File: src/design/ids_pkg.sv
package ids_pkg;

  // Fixed widths of the per-line counters.
  localparam int LEN_W = 7;
  localparam logic [LEN_W-1:0] LEN_MAX = 7'd127;

  // Byte codes that steer the scanner.
  localparam logic [7:0] CH_NL = 8'h0A;
  localparam logic [7:0] CH_NUL = 8'h00;
  localparam logic [7:0] CASE_BIT = 8'h20;

  // Keyword length, and the letter that each keyword position must match.
  localparam logic [2:0] KW_LEN = 3'd7;

  // One finished name, as handed from the scanner to the output side.
  typedef struct packed {
    logic             bank;
    logic [LEN_W-1:0] len;
    logic             ovf;
  } desc_t;

  function automatic logic [7:0] kw_char(input logic [2:0] k);
    logic [7:0] c;
    unique case (k)
      3'd0: c = "i";
      3'd1: c = "n";
      3'd2: c = "c";
      3'd3: c = "l";
      3'd4: c = "u";
      3'd5: c = "d";
      3'd6: c = "e";
      default: c = 8'h00;
    endcase
    return c;
  endfunction

  // ASCII white space in the C locale.
  function automatic logic is_space(input logic [7:0] b);
    return (b == 8'h20) || ((b >= 8'h09) && (b <= 8'h0D));
  endfunction

  // ASCII punctuation in the C locale.
  function automatic logic is_punct(input logic [7:0] b);
    return ((b >= 8'h21) && (b <= 8'h2F)) || ((b >= 8'h3A) && (b <= 8'h40)) ||
           ((b >= 8'h5B) && (b <= 8'h60)) || ((b >= 8'h7B) && (b <= 8'h7E));
  endfunction

endpackage

File: src/design/ids_ram.sv
module ids_ram #(
  parameter int WIDTH = 8,
  parameter int DEPTH = 128
) (
  input  logic                     clk,
  input  logic                     wr_en,
  input  logic [$clog2(DEPTH)-1:0] wr_addr,
  input  logic [WIDTH-1:0]         wr_data,
  input  logic                     rd_en,
  input  logic [$clog2(DEPTH)-1:0] rd_addr,
  output logic [WIDTH-1:0]         rd_data
);

  logic [WIDTH-1:0] mem [DEPTH];

  // One write port and one registered read port; read data holds without rd_en.
  always_ff @(posedge clk) begin
    if (wr_en) begin
      mem[wr_addr] <= wr_data;
    end
    if (rd_en) begin
      rd_data <= mem[rd_addr];
    end
  end

endmodule

File: src/design/ids_front.sv
module ids_front #(
  parameter int NAME_DEPTH = 64
) (
  input  logic                             clk,
  input  logic                             rst_n,
  input  logic                             accept,
  input  logic [7:0]                       text_byte,
  input  logic                             end_of_input,
  output logic                             wr_en,
  output logic [$clog2(2*NAME_DEPTH)-1:0]  wr_addr,
  output logic [7:0]                       wr_data,
  output logic                             push,
  output ids_pkg::desc_t                   push_desc
);
  import ids_pkg::*;

  localparam int AW = $clog2(2*NAME_DEPTH);
  localparam int IW = $clog2(NAME_DEPTH);

  typedef enum logic [2:0] {
    PH_LEAD, PH_LEAD2, PH_KEY, PH_AFTERKEY, PH_DROSS, PH_NAME, PH_IGNORE
  } phase_t;

  phase_t           phase_r, phase_nxt;
  logic [2:0]       kw_pos_r, kw_pos_nxt;
  logic [LEN_W-1:0] name_len_r, name_len_nxt;
  logic [LEN_W-1:0] kept_r, kept_nxt;
  logic             ovf_r, ovf_nxt;
  logic             bank_r, bank_nxt;

  logic             eol, nul, sp, pu;
  logic [2:0]       kw_k;
  logic             kw_hit;
  logic [LEN_W-1:0] len_inc;
  logic [LEN_W-1:0] emit_len;
  logic             emit_req;
  logic [IW-1:0]    wr_idx;

  // Byte classification.
  assign eol = end_of_input || (text_byte == CH_NL);
  assign nul = (text_byte == CH_NUL);
  assign sp  = is_space(text_byte);
  assign pu  = is_punct(text_byte);

  // Keyword match; lead phases always try the first letter.
  assign kw_k   = (phase_r == PH_KEY) ? kw_pos_r : 3'd0;
  assign kw_hit = (kw_k < KW_LEN) && ((text_byte | CASE_BIT) == kw_char(kw_k));

  assign len_inc  = (name_len_r == LEN_MAX) ? name_len_r : name_len_r + 1'b1;
  assign emit_len = (kept_r > LEN_W'(NAME_DEPTH)) ? LEN_W'(NAME_DEPTH) : kept_r;

  // Next scanner state for an accepted byte.
  always_comb begin
    phase_nxt    = phase_r;
    kw_pos_nxt   = kw_pos_r;
    name_len_nxt = name_len_r;
    kept_nxt     = kept_r;
    ovf_nxt      = ovf_r;
    emit_req     = 1'b0;
    wr_en        = 1'b0;
    wr_idx       = '0;
    if (accept) begin
      if (eol || nul) begin
        emit_req     = (phase_r == PH_NAME);
        name_len_nxt = '0;
        kept_nxt     = '0;
        ovf_nxt      = 1'b0;
        kw_pos_nxt   = 3'd0;
        phase_nxt    = eol ? PH_LEAD : PH_IGNORE;
      end else begin
        unique case (phase_r)
          PH_LEAD, PH_LEAD2, PH_KEY: begin
            if ((phase_r != PH_KEY) && sp) begin
              phase_nxt = phase_r;
            end else if ((phase_r == PH_LEAD) && pu) begin
              phase_nxt = PH_LEAD2;
            end else if (kw_hit && (kw_k + 3'd1 == KW_LEN)) begin
              kw_pos_nxt = 3'd0;
              phase_nxt  = PH_AFTERKEY;
            end else if (kw_hit) begin
              kw_pos_nxt = kw_k + 3'd1;
              phase_nxt  = PH_KEY;
            end else begin
              kw_pos_nxt = 3'd0;
              phase_nxt  = PH_IGNORE;
            end
          end
          PH_AFTERKEY: begin
            phase_nxt = (sp || pu) ? PH_DROSS : PH_IGNORE;
          end
          PH_DROSS: begin
            if (!(sp || pu)) begin
              wr_en        = 1'b1;
              wr_idx       = '0;
              name_len_nxt = LEN_W'(1);
              kept_nxt     = LEN_W'(1);
              ovf_nxt      = 1'b0;
              phase_nxt    = PH_NAME;
            end
          end
          PH_NAME: begin
            if (sp) begin
              emit_req     = 1'b1;
              name_len_nxt = '0;
              kept_nxt     = '0;
              ovf_nxt      = 1'b0;
              phase_nxt    = PH_IGNORE;
            end else begin
              wr_en        = (name_len_r < LEN_W'(NAME_DEPTH));
              wr_idx       = name_len_r[IW-1:0];
              name_len_nxt = len_inc;
              if (!pu) begin
                kept_nxt = len_inc;
                ovf_nxt  = ovf_r || (len_inc > LEN_W'(NAME_DEPTH));
              end
            end
          end
          default: begin
            phase_nxt = PH_IGNORE;
          end
        endcase
      end
    end
  end

  // A name that strips to nothing is dropped; otherwise its bank is handed over.
  assign push           = emit_req && (emit_len != '0);
  assign push_desc.bank = bank_r;
  assign push_desc.len  = emit_len;
  assign push_desc.ovf  = ovf_r;
  assign bank_nxt       = push ? ~bank_r : bank_r;

  assign wr_addr = AW'(wr_idx) + (bank_r ? AW'(NAME_DEPTH) : AW'(0));
  assign wr_data = text_byte;

  always_ff @(posedge clk) begin
    if (!rst_n) begin
      phase_r    <= PH_LEAD;
      kw_pos_r   <= 3'd0;
      name_len_r <= '0;
      kept_r     <= '0;
      ovf_r      <= 1'b0;
      bank_r     <= 1'b0;
    end else begin
      phase_r    <= phase_nxt;
      kw_pos_r   <= kw_pos_nxt;
      name_len_r <= name_len_nxt;
      kept_r     <= kept_nxt;
      ovf_r      <= ovf_nxt;
      bank_r     <= bank_nxt;
    end
  end

endmodule

File: src/design/ids_queue.sv
module ids_queue (
  input  logic           clk,
  input  logic           rst_n,
  input  logic           push,
  input  ids_pkg::desc_t push_desc,
  input  logic           pop,
  output logic           head_valid,
  output ids_pkg::desc_t head_desc,
  output logic           full
);
  import ids_pkg::*;

  desc_t      entry_r [2];
  logic       wr_ptr_r, rd_ptr_r;
  logic [1:0] count_r;

  assign head_valid = (count_r != 2'd0);
  assign head_desc  = entry_r[rd_ptr_r];
  assign full       = (count_r == 2'd2);

  // Two-entry queue of finished names, one per name buffer bank.
  always_ff @(posedge clk) begin
    if (push) begin
      entry_r[wr_ptr_r] <= push_desc;
    end
    if (!rst_n) begin
      wr_ptr_r <= 1'b0;
      rd_ptr_r <= 1'b0;
      count_r  <= 2'd0;
    end else begin
      if (push) begin
        wr_ptr_r <= ~wr_ptr_r;
      end
      if (pop) begin
        rd_ptr_r <= ~rd_ptr_r;
      end
      count_r <= count_r + {1'b0, push} - {1'b0, pop};
    end
  end

endmodule

File: src/design/ids_back.sv
module ids_back #(
  parameter int NAME_DEPTH = 64
) (
  input  logic                            clk,
  input  logic                            rst_n,
  input  logic                            head_valid,
  input  ids_pkg::desc_t                  head_desc,
  output logic                            head_pop,
  output logic                            rd_en,
  output logic [$clog2(2*NAME_DEPTH)-1:0] rd_addr,
  input  logic                            out_pop,
  output logic                            out_empty,
  output logic                            out_name_last,
  output logic                            out_name_truncated
);
  import ids_pkg::*;

  localparam int AW = $clog2(2*NAME_DEPTH);

  logic [LEN_W-1:0] idx_r, idx_nxt;
  logic             valid_r, valid_nxt;
  logic             last_r, last_nxt;
  logic             trunc_r, trunc_nxt;
  logic             taken;
  logic             last_byte;

  // The output slot frees when its transfer completes, so a read can refill it.
  assign taken     = out_pop && valid_r;
  assign rd_en     = head_valid && (!valid_r || taken);
  assign last_byte = (idx_r + 1'b1 == head_desc.len);
  assign head_pop  = rd_en && last_byte;
  assign rd_addr   = AW'(idx_r) + (head_desc.bank ? AW'(NAME_DEPTH) : AW'(0));

  always_comb begin
    idx_nxt   = idx_r;
    valid_nxt = valid_r;
    last_nxt  = last_r;
    trunc_nxt = trunc_r;
    if (rd_en) begin
      idx_nxt   = last_byte ? '0 : idx_r + 1'b1;
      valid_nxt = 1'b1;
      last_nxt  = last_byte;
      trunc_nxt = head_desc.ovf;
    end else if (taken) begin
      valid_nxt = 1'b0;
    end
  end

  always_ff @(posedge clk) begin
    last_r  <= last_nxt;
    trunc_r <= trunc_nxt;
    if (!rst_n) begin
      idx_r   <= '0;
      valid_r <= 1'b0;
    end else begin
      idx_r   <= idx_nxt;
      valid_r <= valid_nxt;
    end
  end

  assign out_empty          = !valid_r;
  assign out_name_last      = last_r;
  assign out_name_truncated = trunc_r;

endmodule

File: src/design/include_directive_scanner.sv
// A finished name is registered in the name queue, then read out on the registered
// buffer port, one byte per cycle while each result byte is popped.
// Throughput: one text byte per cycle; input stalls only while both name buffer
// banks hold names that are still being drained.
// Reset (synchronous, rst_n low) returns the scanner to the start of a line and
// empties the name queue and the result slot; the name buffer is not cleared.
module include_directive_scanner #(
  parameter int NAME_DEPTH = 64
) (
  input  logic       clk,
  input  logic       rst_n,
  input  logic       in_push,
  output logic       in_full,
  input  logic [7:0] in_text_byte,
  input  logic       in_end_of_input,
  output logic       out_empty,
  input  logic       out_pop,
  output logic [7:0] out_name_byte,
  output logic       out_name_last,
  output logic       out_name_truncated
);
  import ids_pkg::*;

  localparam int AW = $clog2(2*NAME_DEPTH);

  logic          accept;
  logic          wr_en;
  logic [AW-1:0] wr_addr;
  logic [7:0]    wr_data;
  logic          push;
  desc_t         push_desc;
  logic          head_valid;
  desc_t         head_desc;
  logic          head_pop;
  logic          rd_en;
  logic [AW-1:0] rd_addr;

  assign accept = in_push && !in_full;

  // Scanner: classifies bytes and fills the name buffer.
  ids_front #(.NAME_DEPTH(NAME_DEPTH)) u_front (
    .clk          (clk),
    .rst_n        (rst_n),
    .accept       (accept),
    .text_byte    (in_text_byte),
    .end_of_input (in_end_of_input),
    .wr_en        (wr_en),
    .wr_addr      (wr_addr),
    .wr_data      (wr_data),
    .push         (push),
    .push_desc    (push_desc)
  );

  // Queue of finished names between scanner and output side.
  ids_queue u_queue (
    .clk        (clk),
    .rst_n      (rst_n),
    .push       (push),
    .push_desc  (push_desc),
    .pop        (head_pop),
    .head_valid (head_valid),
    .head_desc  (head_desc),
    .full       (in_full)
  );

  // Two banks of name storage.
  ids_ram #(.WIDTH(8), .DEPTH(2*NAME_DEPTH)) u_ram (
    .clk     (clk),
    .wr_en   (wr_en),
    .wr_addr (wr_addr),
    .wr_data (wr_data),
    .rd_en   (rd_en),
    .rd_addr (rd_addr),
    .rd_data (out_name_byte)
  );

  // Output side: reads names out byte by byte.
  ids_back #(.NAME_DEPTH(NAME_DEPTH)) u_back (
    .clk                (clk),
    .rst_n              (rst_n),
    .head_valid         (head_valid),
    .head_desc          (head_desc),
    .head_pop           (head_pop),
    .rd_en              (rd_en),
    .rd_addr            (rd_addr),
    .out_pop            (out_pop),
    .out_empty          (out_empty),
    .out_name_last      (out_name_last),
    .out_name_truncated (out_name_truncated)
  );

endmodule
File: config.mk
export PLATFORM = sky130hd
export DESIGN_NAME = include_directive_scanner
export DESIGN_NICKNAME = d
export VERILOG_FILES = /design/src/design/ids_pkg.sv /design/src/design/ids_ram.sv /design/src/design/ids_front.sv /design/src/design/ids_queue.sv /design/src/design/ids_back.sv /design/src/design/include_directive_scanner.sv
export SDC_FILE = /design/constraint.sdc
export NUM_CORES = 1
export LEC_CHECK = 0
export ABC_AREA = 1
export BUFFER_PORTS_ARGS = -buffer_cell sky130_fd_sc_hd__buf_2
export CAP_MARGIN = 20
export CORE_ASPECT_RATIO = 1.25
export CORE_MARGIN = 2
export CORE_UTILIZATION = 32
export CTS_CLUSTER_SIZE = 40
export DETAILED_ROUTE_END_ITERATION = 8
export SLEW_MARGIN = 10
export SYNTH_ARGS = -nofsm -noshare
export SYNTH_HDL_FRONTEND = slang
export SYNTH_SLANG_ARGS = --single-unit
File: constraint.sdc
create_clock -name clk -period 2.6 [get_ports clk]
set_input_delay 0.26 -clock clk [delete_from_list [all_inputs] [get_ports clk]]
set_output_delay 0.26 -clock clk [all_outputs]
set_load 0.05 [all_outputs]
# ---- After elaboration in Yosys (flattened, before gate mapping)
# Memories as Yosys holds them, arrays and structs flattened. A register that Yosys moved wholly into a read port is not among the register bits.
# Index checks and enable logic that the tools add are counted.
dict set report totals {
  n_memories 2
  regBits 36
  inputBits 13
  elab_cells 159
  mem_bits_rw 1042
  output_inout_bits 12
}
dict set report op_classes {
  eq_ne 25
  n_reduce_logical 38
  order_cmp 14
  n_bitwise 3
  muxes 57
  add_sub_neg 7
}
# name words width rd rd_ports_with_merged_regs wr line_no
set mem_list {}
lappend mem_list {u_ram.mem 128 8 1 1 1 ids_ram.sv:14} ;# logic [WIDTH-1:0] mem [DEPTH];
lappend mem_list {u_queue.entry_r 2 9 1 1 1 ids_queue.sv:13} ;# desc_t entry_r [2];
# op count
set ops {}
lappend ops {{7-bit 2-to-1 mux} 11}
lappend ops {{7-bit case mux with 7 select lines} 1}
lappend ops {{3-bit 2-to-1 mux} 15}
lappend ops {{7-bit case mux with 2 select lines} 2}
lappend ops {{8-bit by 7-bit <= comparator with 1-bit output, second input constant} 3}
lappend ops {{6-bit 2-to-1 mux} 4}
lappend ops {{1-bit 2-to-1 mux} 20}
lappend ops {{3-bit == test, second input constant} 6}
lappend ops {{8-bit by 6-bit greater-or-equal comparator with 1-bit output, second input constant} 2}
lappend ops {{8-bit by 7-bit greater-or-equal comparator with 1-bit output, second input constant} 2}
lappend ops {{7-bit by 1-bit adder with 7-bit output, second input constant} 2}
lappend ops {{7-bit greater-than comparator, second input constant} 2}
lappend ops {{1-bit logical AND} 14}
lappend ops {{3-bit by 2-bit == test with 1-bit output, second input constant} 4}
lappend ops {{3-bit case mux with 4 select lines} 1}
lappend ops {{4-bit AND reduction} 3}
lappend ops {{1-bit logical OR} 9}
lappend ops {{3-bit by 2-bit inequality test with 1-bit output, second input constant} 3}
lappend ops {{8-bit by 4-bit == test with 1-bit output, second input constant} 1}
lappend ops {{8-bit by 6-bit == test with 1-bit output, second input constant} 1}
lappend ops {{8-bit by 7-bit == test with 1-bit output} 1}
lappend ops {{8-bit by 4-bit greater-or-equal comparator with 1-bit output, second input constant} 1}
lappend ops {{8-bit by 4-bit <= comparator with 1-bit output, second input constant} 1}
lappend ops {{8-bit by 6-bit <= comparator with 1-bit output, second input constant} 1}
lappend ops {{other kinds (25)} 34}

# ---- Logic depth before layout (Yosys ltp)
dict set report depth {
  depth_word 12
  depth_mapped 18
}

# ---- By module
# From an unflattened synthesis, not the netlist that was laid out.
dict set report hier_totals {
  cells_unflattened 4054
  hier_area_um2 45743.9
}
# module area_per_inst_um2 seq_area_each_um2 n_inst cells_each
set modules_own_cells {}
lappend modules_own_cells {ids_ram 42184.2 30989.7 1 3575}
lappend modules_own_cells {ids_front 1939.4 440.4 1 313}
lappend modules_own_cells {ids_queue 912.1 640.6 1 61}
lappend modules_own_cells {ids_back 698.2 220.2 1 103}
lappend modules_own_cells {include_directive_scanner 10.0 0.0 1 2}

# ---- Least setup slack after synthesis
# Ideal clock, no wire load.
dict set report synth_path {
  kind {register to register}
  startpoint {reg u_back.valid_r}
  endpoint {reg u_queue.count_r[1]}
  path_slack_ps 7
  required_ps 2530
  synth_period_minus_slack_ps 2593
  stages_incl_launch_ff 12
  setup_ps 70
  arrival_time_ps 2523
  cell_sequence {dfxtp_1 inv_1 nor2_1 a21oi_1 nand3_1 inv_1 ha_1 inv_1 ha_1 xor2_1 o21ai_0 a21oi_1}
}
dict set report synth_between {
  elab_chain_len 5
  elab_cells_between_ends 6
  classes_between {add/sub: 1; reduce/logical: 5}
}
# item line_no
set synth_lines {}
lappend synth_lines {{start, declared} ids_back.sv:21} ;# logic valid_r, valid_nxt;
lappend synth_lines {{start signal, assigned} ids_back.sv:57} ;# valid_r <= valid_nxt;
lappend synth_lines {{1-bit zero test} -}
lappend synth_lines {{named net out_empty} include_directive_scanner.sv:16} ;# output logic out_empty,
lappend synth_lines {{1-bit logical OR} ids_back.sv:29} ;# assign rd_en = head_valid && (!valid_r || taken);
lappend synth_lines {{1-bit logical AND} ids_back.sv:29}
lappend synth_lines {{named net rd_en} include_directive_scanner.sv:35} ;# logic rd_en;
lappend synth_lines {{1-bit logical AND} ids_back.sv:31} ;# assign head_pop = rd_en && last_byte;
lappend synth_lines {{named net head_pop} include_directive_scanner.sv:34} ;# logic head_pop;
lappend synth_lines {{2-bit by 1-bit subtractor with 2-bit output} ids_queue.sv:37} ;# count_r <= count_r + {1'b0, push} - {1'b0, pop};
lappend synth_lines {{end signal, assigned} ids_queue.sv:37}
lappend synth_lines {{end, declared} ids_queue.sv:15} ;# logic [1:0] count_r;
# The timed path passes the listed nets, and every way through them passes these cells.
# A chain may end at the register's enable or synchronous reset.

# ---- Final worst setup path
dict set report layout_path {
  startpoint {reg u_front.phase_r[2]}
  endpoint {mem u_ram.mem[41][5] (enable)}
}
dict set report layout_between {
  elab_chain_len 6
  elab_cells_between_ends 11
  classes_between {add/sub: 1; eq/ne: 2; mux: 8}
}
# item line_no
set layout_lines {}
lappend layout_lines {{start, declared} ids_front.sv:24} ;# phase_t phase_r, phase_nxt;
lappend layout_lines {{start signal, assigned} ids_front.sv:145} ;# phase_r <= phase_nxt;
lappend layout_lines {{branches (longest 6 deep; another with 6-bit by 7-bit adder with 7-bit output)} -}
lappend layout_lines {{end, declared} ids_ram.sv:14}
# Several ways; the timed one is not identified.

==> impl_metrics.env <==
export IMPL_status="finished clean"
export IMPL_postSynthCellCount=3621
export IMPL_fp_coreArea_um2=137000
export IMPL_slew_headroom_pct=28.1
export IMPL_cp_cell_sequence="inv_2, nor2_1, inv_2, nor2_4, inv_1, nor2_4, nand3_1, nor2_1, buf_4, nand2_1, nor2_2"
export IMPL_end_kind="flop"
export IMPL_critPathArrivalTime_ns=2.92
export IMPL_path_max_fanout=8
export IMPL_yosysSeqAreaShare_pct=73.2
export IMPL_initial_utilization_pct=32.2
export IMPL_cts_sinks=1087
export IMPL_period_minus_slack_ns=2.59
export IMPL_clk_insertion_delay_late_ns=0.70
export IMPL_synth_top_area_cell="edfxtp_1"
export IMPL_grt_start_max_net_pins=129
export IMPL_netlist_area_um2=44100
export IMPL_die_area_um2=141000
export IMPL_cts_max_path_buffers=3
export IMPL_yosysMostFrequentCell="edfxtp_1"
export IMPL_crit_path_top_delay_cell="nor2_2"
export IMPL_synth_top_cell_area_share_pct=71.6
export IMPL_die_w_um=336
export IMPL_timing_final_crit_share_pct=99.5
export IMPL_drt_total_wl_mm=127
export IMPL_startpoint="u_front.phase_r[2]$_SDFFE_PN0P_"
export IMPL_leakagePower_nw=18.2
export IMPL_grt_ovfl_total=0
export IMPL_path_class="reg2reg"
export IMPL_io_pins=25
export IMPL_num_vias=30075
export IMPL_drive_gt1_share_pct=16.5
export IMPL_avgSynthCellArea_um2=12.2
export IMPL_ys_flop_type="edfxtp_1"
export IMPL_vdd_ir_drop_worst_v=0.000512
export IMPL_clockPowerShare_pct=43.7
export IMPL_ant_nets=0
export IMPL_root_buffer="clkbuf_16"
export IMPL_switchingPower_w=0.00718
export IMPL_synth_nets=3644
export IMPL_setup_worst_path_start_class="flop"
export IMPL_p_seq_share_pct=54.1
export IMPL_synthArstFlopShare_pct=0
export IMPL_yosysUniqueCellTypes=41
export IMPL_rows=152
export IMPL_hpwlAfterDp_mm=79.5
export IMPL_cts_tree="done"
export IMPL_htree_levels=3
export IMPL_min_from="in_text_byte[0]"
export IMPL_setup_viol=0
export IMPL_drtIter0Drc=3068
export IMPL_reg2reg_from="u_front.phase_r[2]$_SDFFE_PN0P_"
export IMPL_intPower_w=0.0283
export IMPL_post_route_cell_area_um2=53000
export IMPL_worstMarginPinSlew_ns=1.08
export IMPL_cts_made_buffers=101
export IMPL_grtUsageTotal_pct=17.7
export IMPL_wl_per_cell_um=21.9
export IMPL_hold_path_class="in2reg"
export IMPL_rsz0062_at_grt="yes"
export IMPL_numPortBuffers=24
export IMPL_power_frac_comb_pct=2.2
export IMPL_syn_to_final_growth_pct=20.2
export IMPL_drc_errors=0
export IMPL_max_freq_mhz=387
export IMPL_clk_pin_slew_ns=0.06
export IMPL_synth_edf_count=1052
export IMPL_grt_pass1_wl_mm=186
export IMPL_powerDensity_nw_per_um2=669
export IMPL_slowest_delay_ns=0.54
export IMPL_maxCapViolations=0
export IMPL_fin_nets=3922
export IMPL_synth_area_leaders="edfxtp_1, nor2_1, o21ai_0"
export IMPL_first_global_vias=29544
export IMPL_finalClockSkew_ns=0.0248
export IMPL_swShare_pct=20.2
export IMPL_antenna_cells=0
export IMPL_drt_pass1_iter_count=7
export IMPL_placed_area_um2=49100
export IMPL_antenna_found_initial=1
export IMPL_hold_viol_final=0
export IMPL_dieHeight_um=419
export IMPL_slew_violations=0
export IMPL_crit_required_ns=2.93
export IMPL_ys_top_cells_by_count="edfxtp_1, nor2_1, o21ai_0"
export IMPL_gp_congestion=0.872
export IMPL_yosys_warnings=0
export IMPL_via_per_inst=5.16
export IMPL_synth_seq_cells=1087
export IMPL_p_total_w=0.0355
critical path, delay by kind of cell (launching register included):
family | cells | cell delay [ns]
flops | 1 | 0.35
buf+inv | 4 | 0.33
simple gates | 7 | 1.53
flip-flops by register name (all words and copies together), names as in the netlist, 3 cells and up, named ones only:
signal and flops:
u_back.idx_r 7, u_front.kept_r 7, u_front.kw_pos_r 3, u_front.name_len_r 7
u_front.phase_r 3, u_queue.entry_r 18, u_ram.mem 1024, u_ram.rd_data 8
power groups by stage:
stage | clock network [W] | logic (W) | registers (W)
6_report | 0.0155 | 0.000764 | 0.0192
5_1_grt | 0.0164 | 0.000824 | 0.0192
4_1_cts | 0.0157 | 0.000761 | 0.0192
3_5_place_dp | 0 | 0.000751 | 0.0196
3_3_place_gp | 0 | 0.000741 | 0.0196
2_1_floorplan | 0 | 0.000218 | 0.0196
kinds of logic after synthesis:
family / count (synthesis) / share of synthesized area (%)
compound gates: 861 / 10.8
xor+xnor: 16 / 0.318
fa+ha+maj: 10 / 0.284
buf+inv: 327 / 2.97
flops: 1087 / 73.2
mux: 3 / 0.0738
simple gates: 1317 / 12.3
through the flow:
step	utilization, %	setup WS [ns]	cells	hold WS [ns]	setup TNS [ns]
after floorplan	-	0.00690	3621	0.359	0
after global placement	35.8	-0.771	5633	0.457	-570.00
after detailed placement	35.8	-0.801	5633	0.472	-575.20
after CTS	38.4	-0.0730	5828	0.134	-2.70
after global routing	38.7	-0.156	5833	0.0404	-12.62
final	38.7	0.0141	5833	0.0129	0
placed cells by master, fill, tap and decap left out, types with 20 or more instances in the layout:
cell type  Yosys  layout
buf_4          1     330
o221ai_1      40      40
clkinv_1       0      20
dfxtp_1       35      31
buf_12         0      50
a21oi_1      108     107
inv_1         82      80
nand2_1      402     399
o22ai_1      216     213
nor2_2         3      32
clkbuf_16      0     105
nand3_1      240     238
o21ai_1       28      29
edfxtp_1    1052    1052
nor2_1       636     590
nor2_4         4      21
o21ai_0      463     461
per-layer routing:
layer | GRT usage [%] | part of all wire, % | vias to the layer above
li1 | - | - | 13772
met1 | 20.8 | 38 | 14899
met2 | 31.7 | 51 | 1134
met3 | 2.31 | 6.5 | 270
met4 | 8.39 | 4.6 | 0
met5 | 0 | 0 | -
layout make-up:
type	instances	area, µm²
timing repair buffer	413	3840
multi-input combinational	2207	10800
tap	1848	2310
clock buffer	117	2610
sequential	1087	32300
inverter	89	352
fill	13007	84100
clock inverter	72	847
path summary, 6_finish.rpt:
path | end | slack (ns) | cells after the start
min | u_ram.mem[44][0]$_DFFE_PP_ | 0.01 | 2
max | u_ram.mem[41][5]$_DFFE_PP_ | 0.01 | 11
min reg2reg | u_back.idx_r[6]$_SDFFE_PN0P_ | 0.48 | 2
max reg2reg | u_ram.mem[41][5]$_DFFE_PP_ | 0.01 | 11
repair_timing:
action,4_1_cts,5_1_grt
setup endpoints to repair,192,527
pin swaps,0,4
gates resized for setup,25,62
setup buffers,0,3
hold buffers,6,0
endpoints found under the hold margin,10,0
gates cloned,0,3
Note: power is estimated with default switching activity, not from simulation.
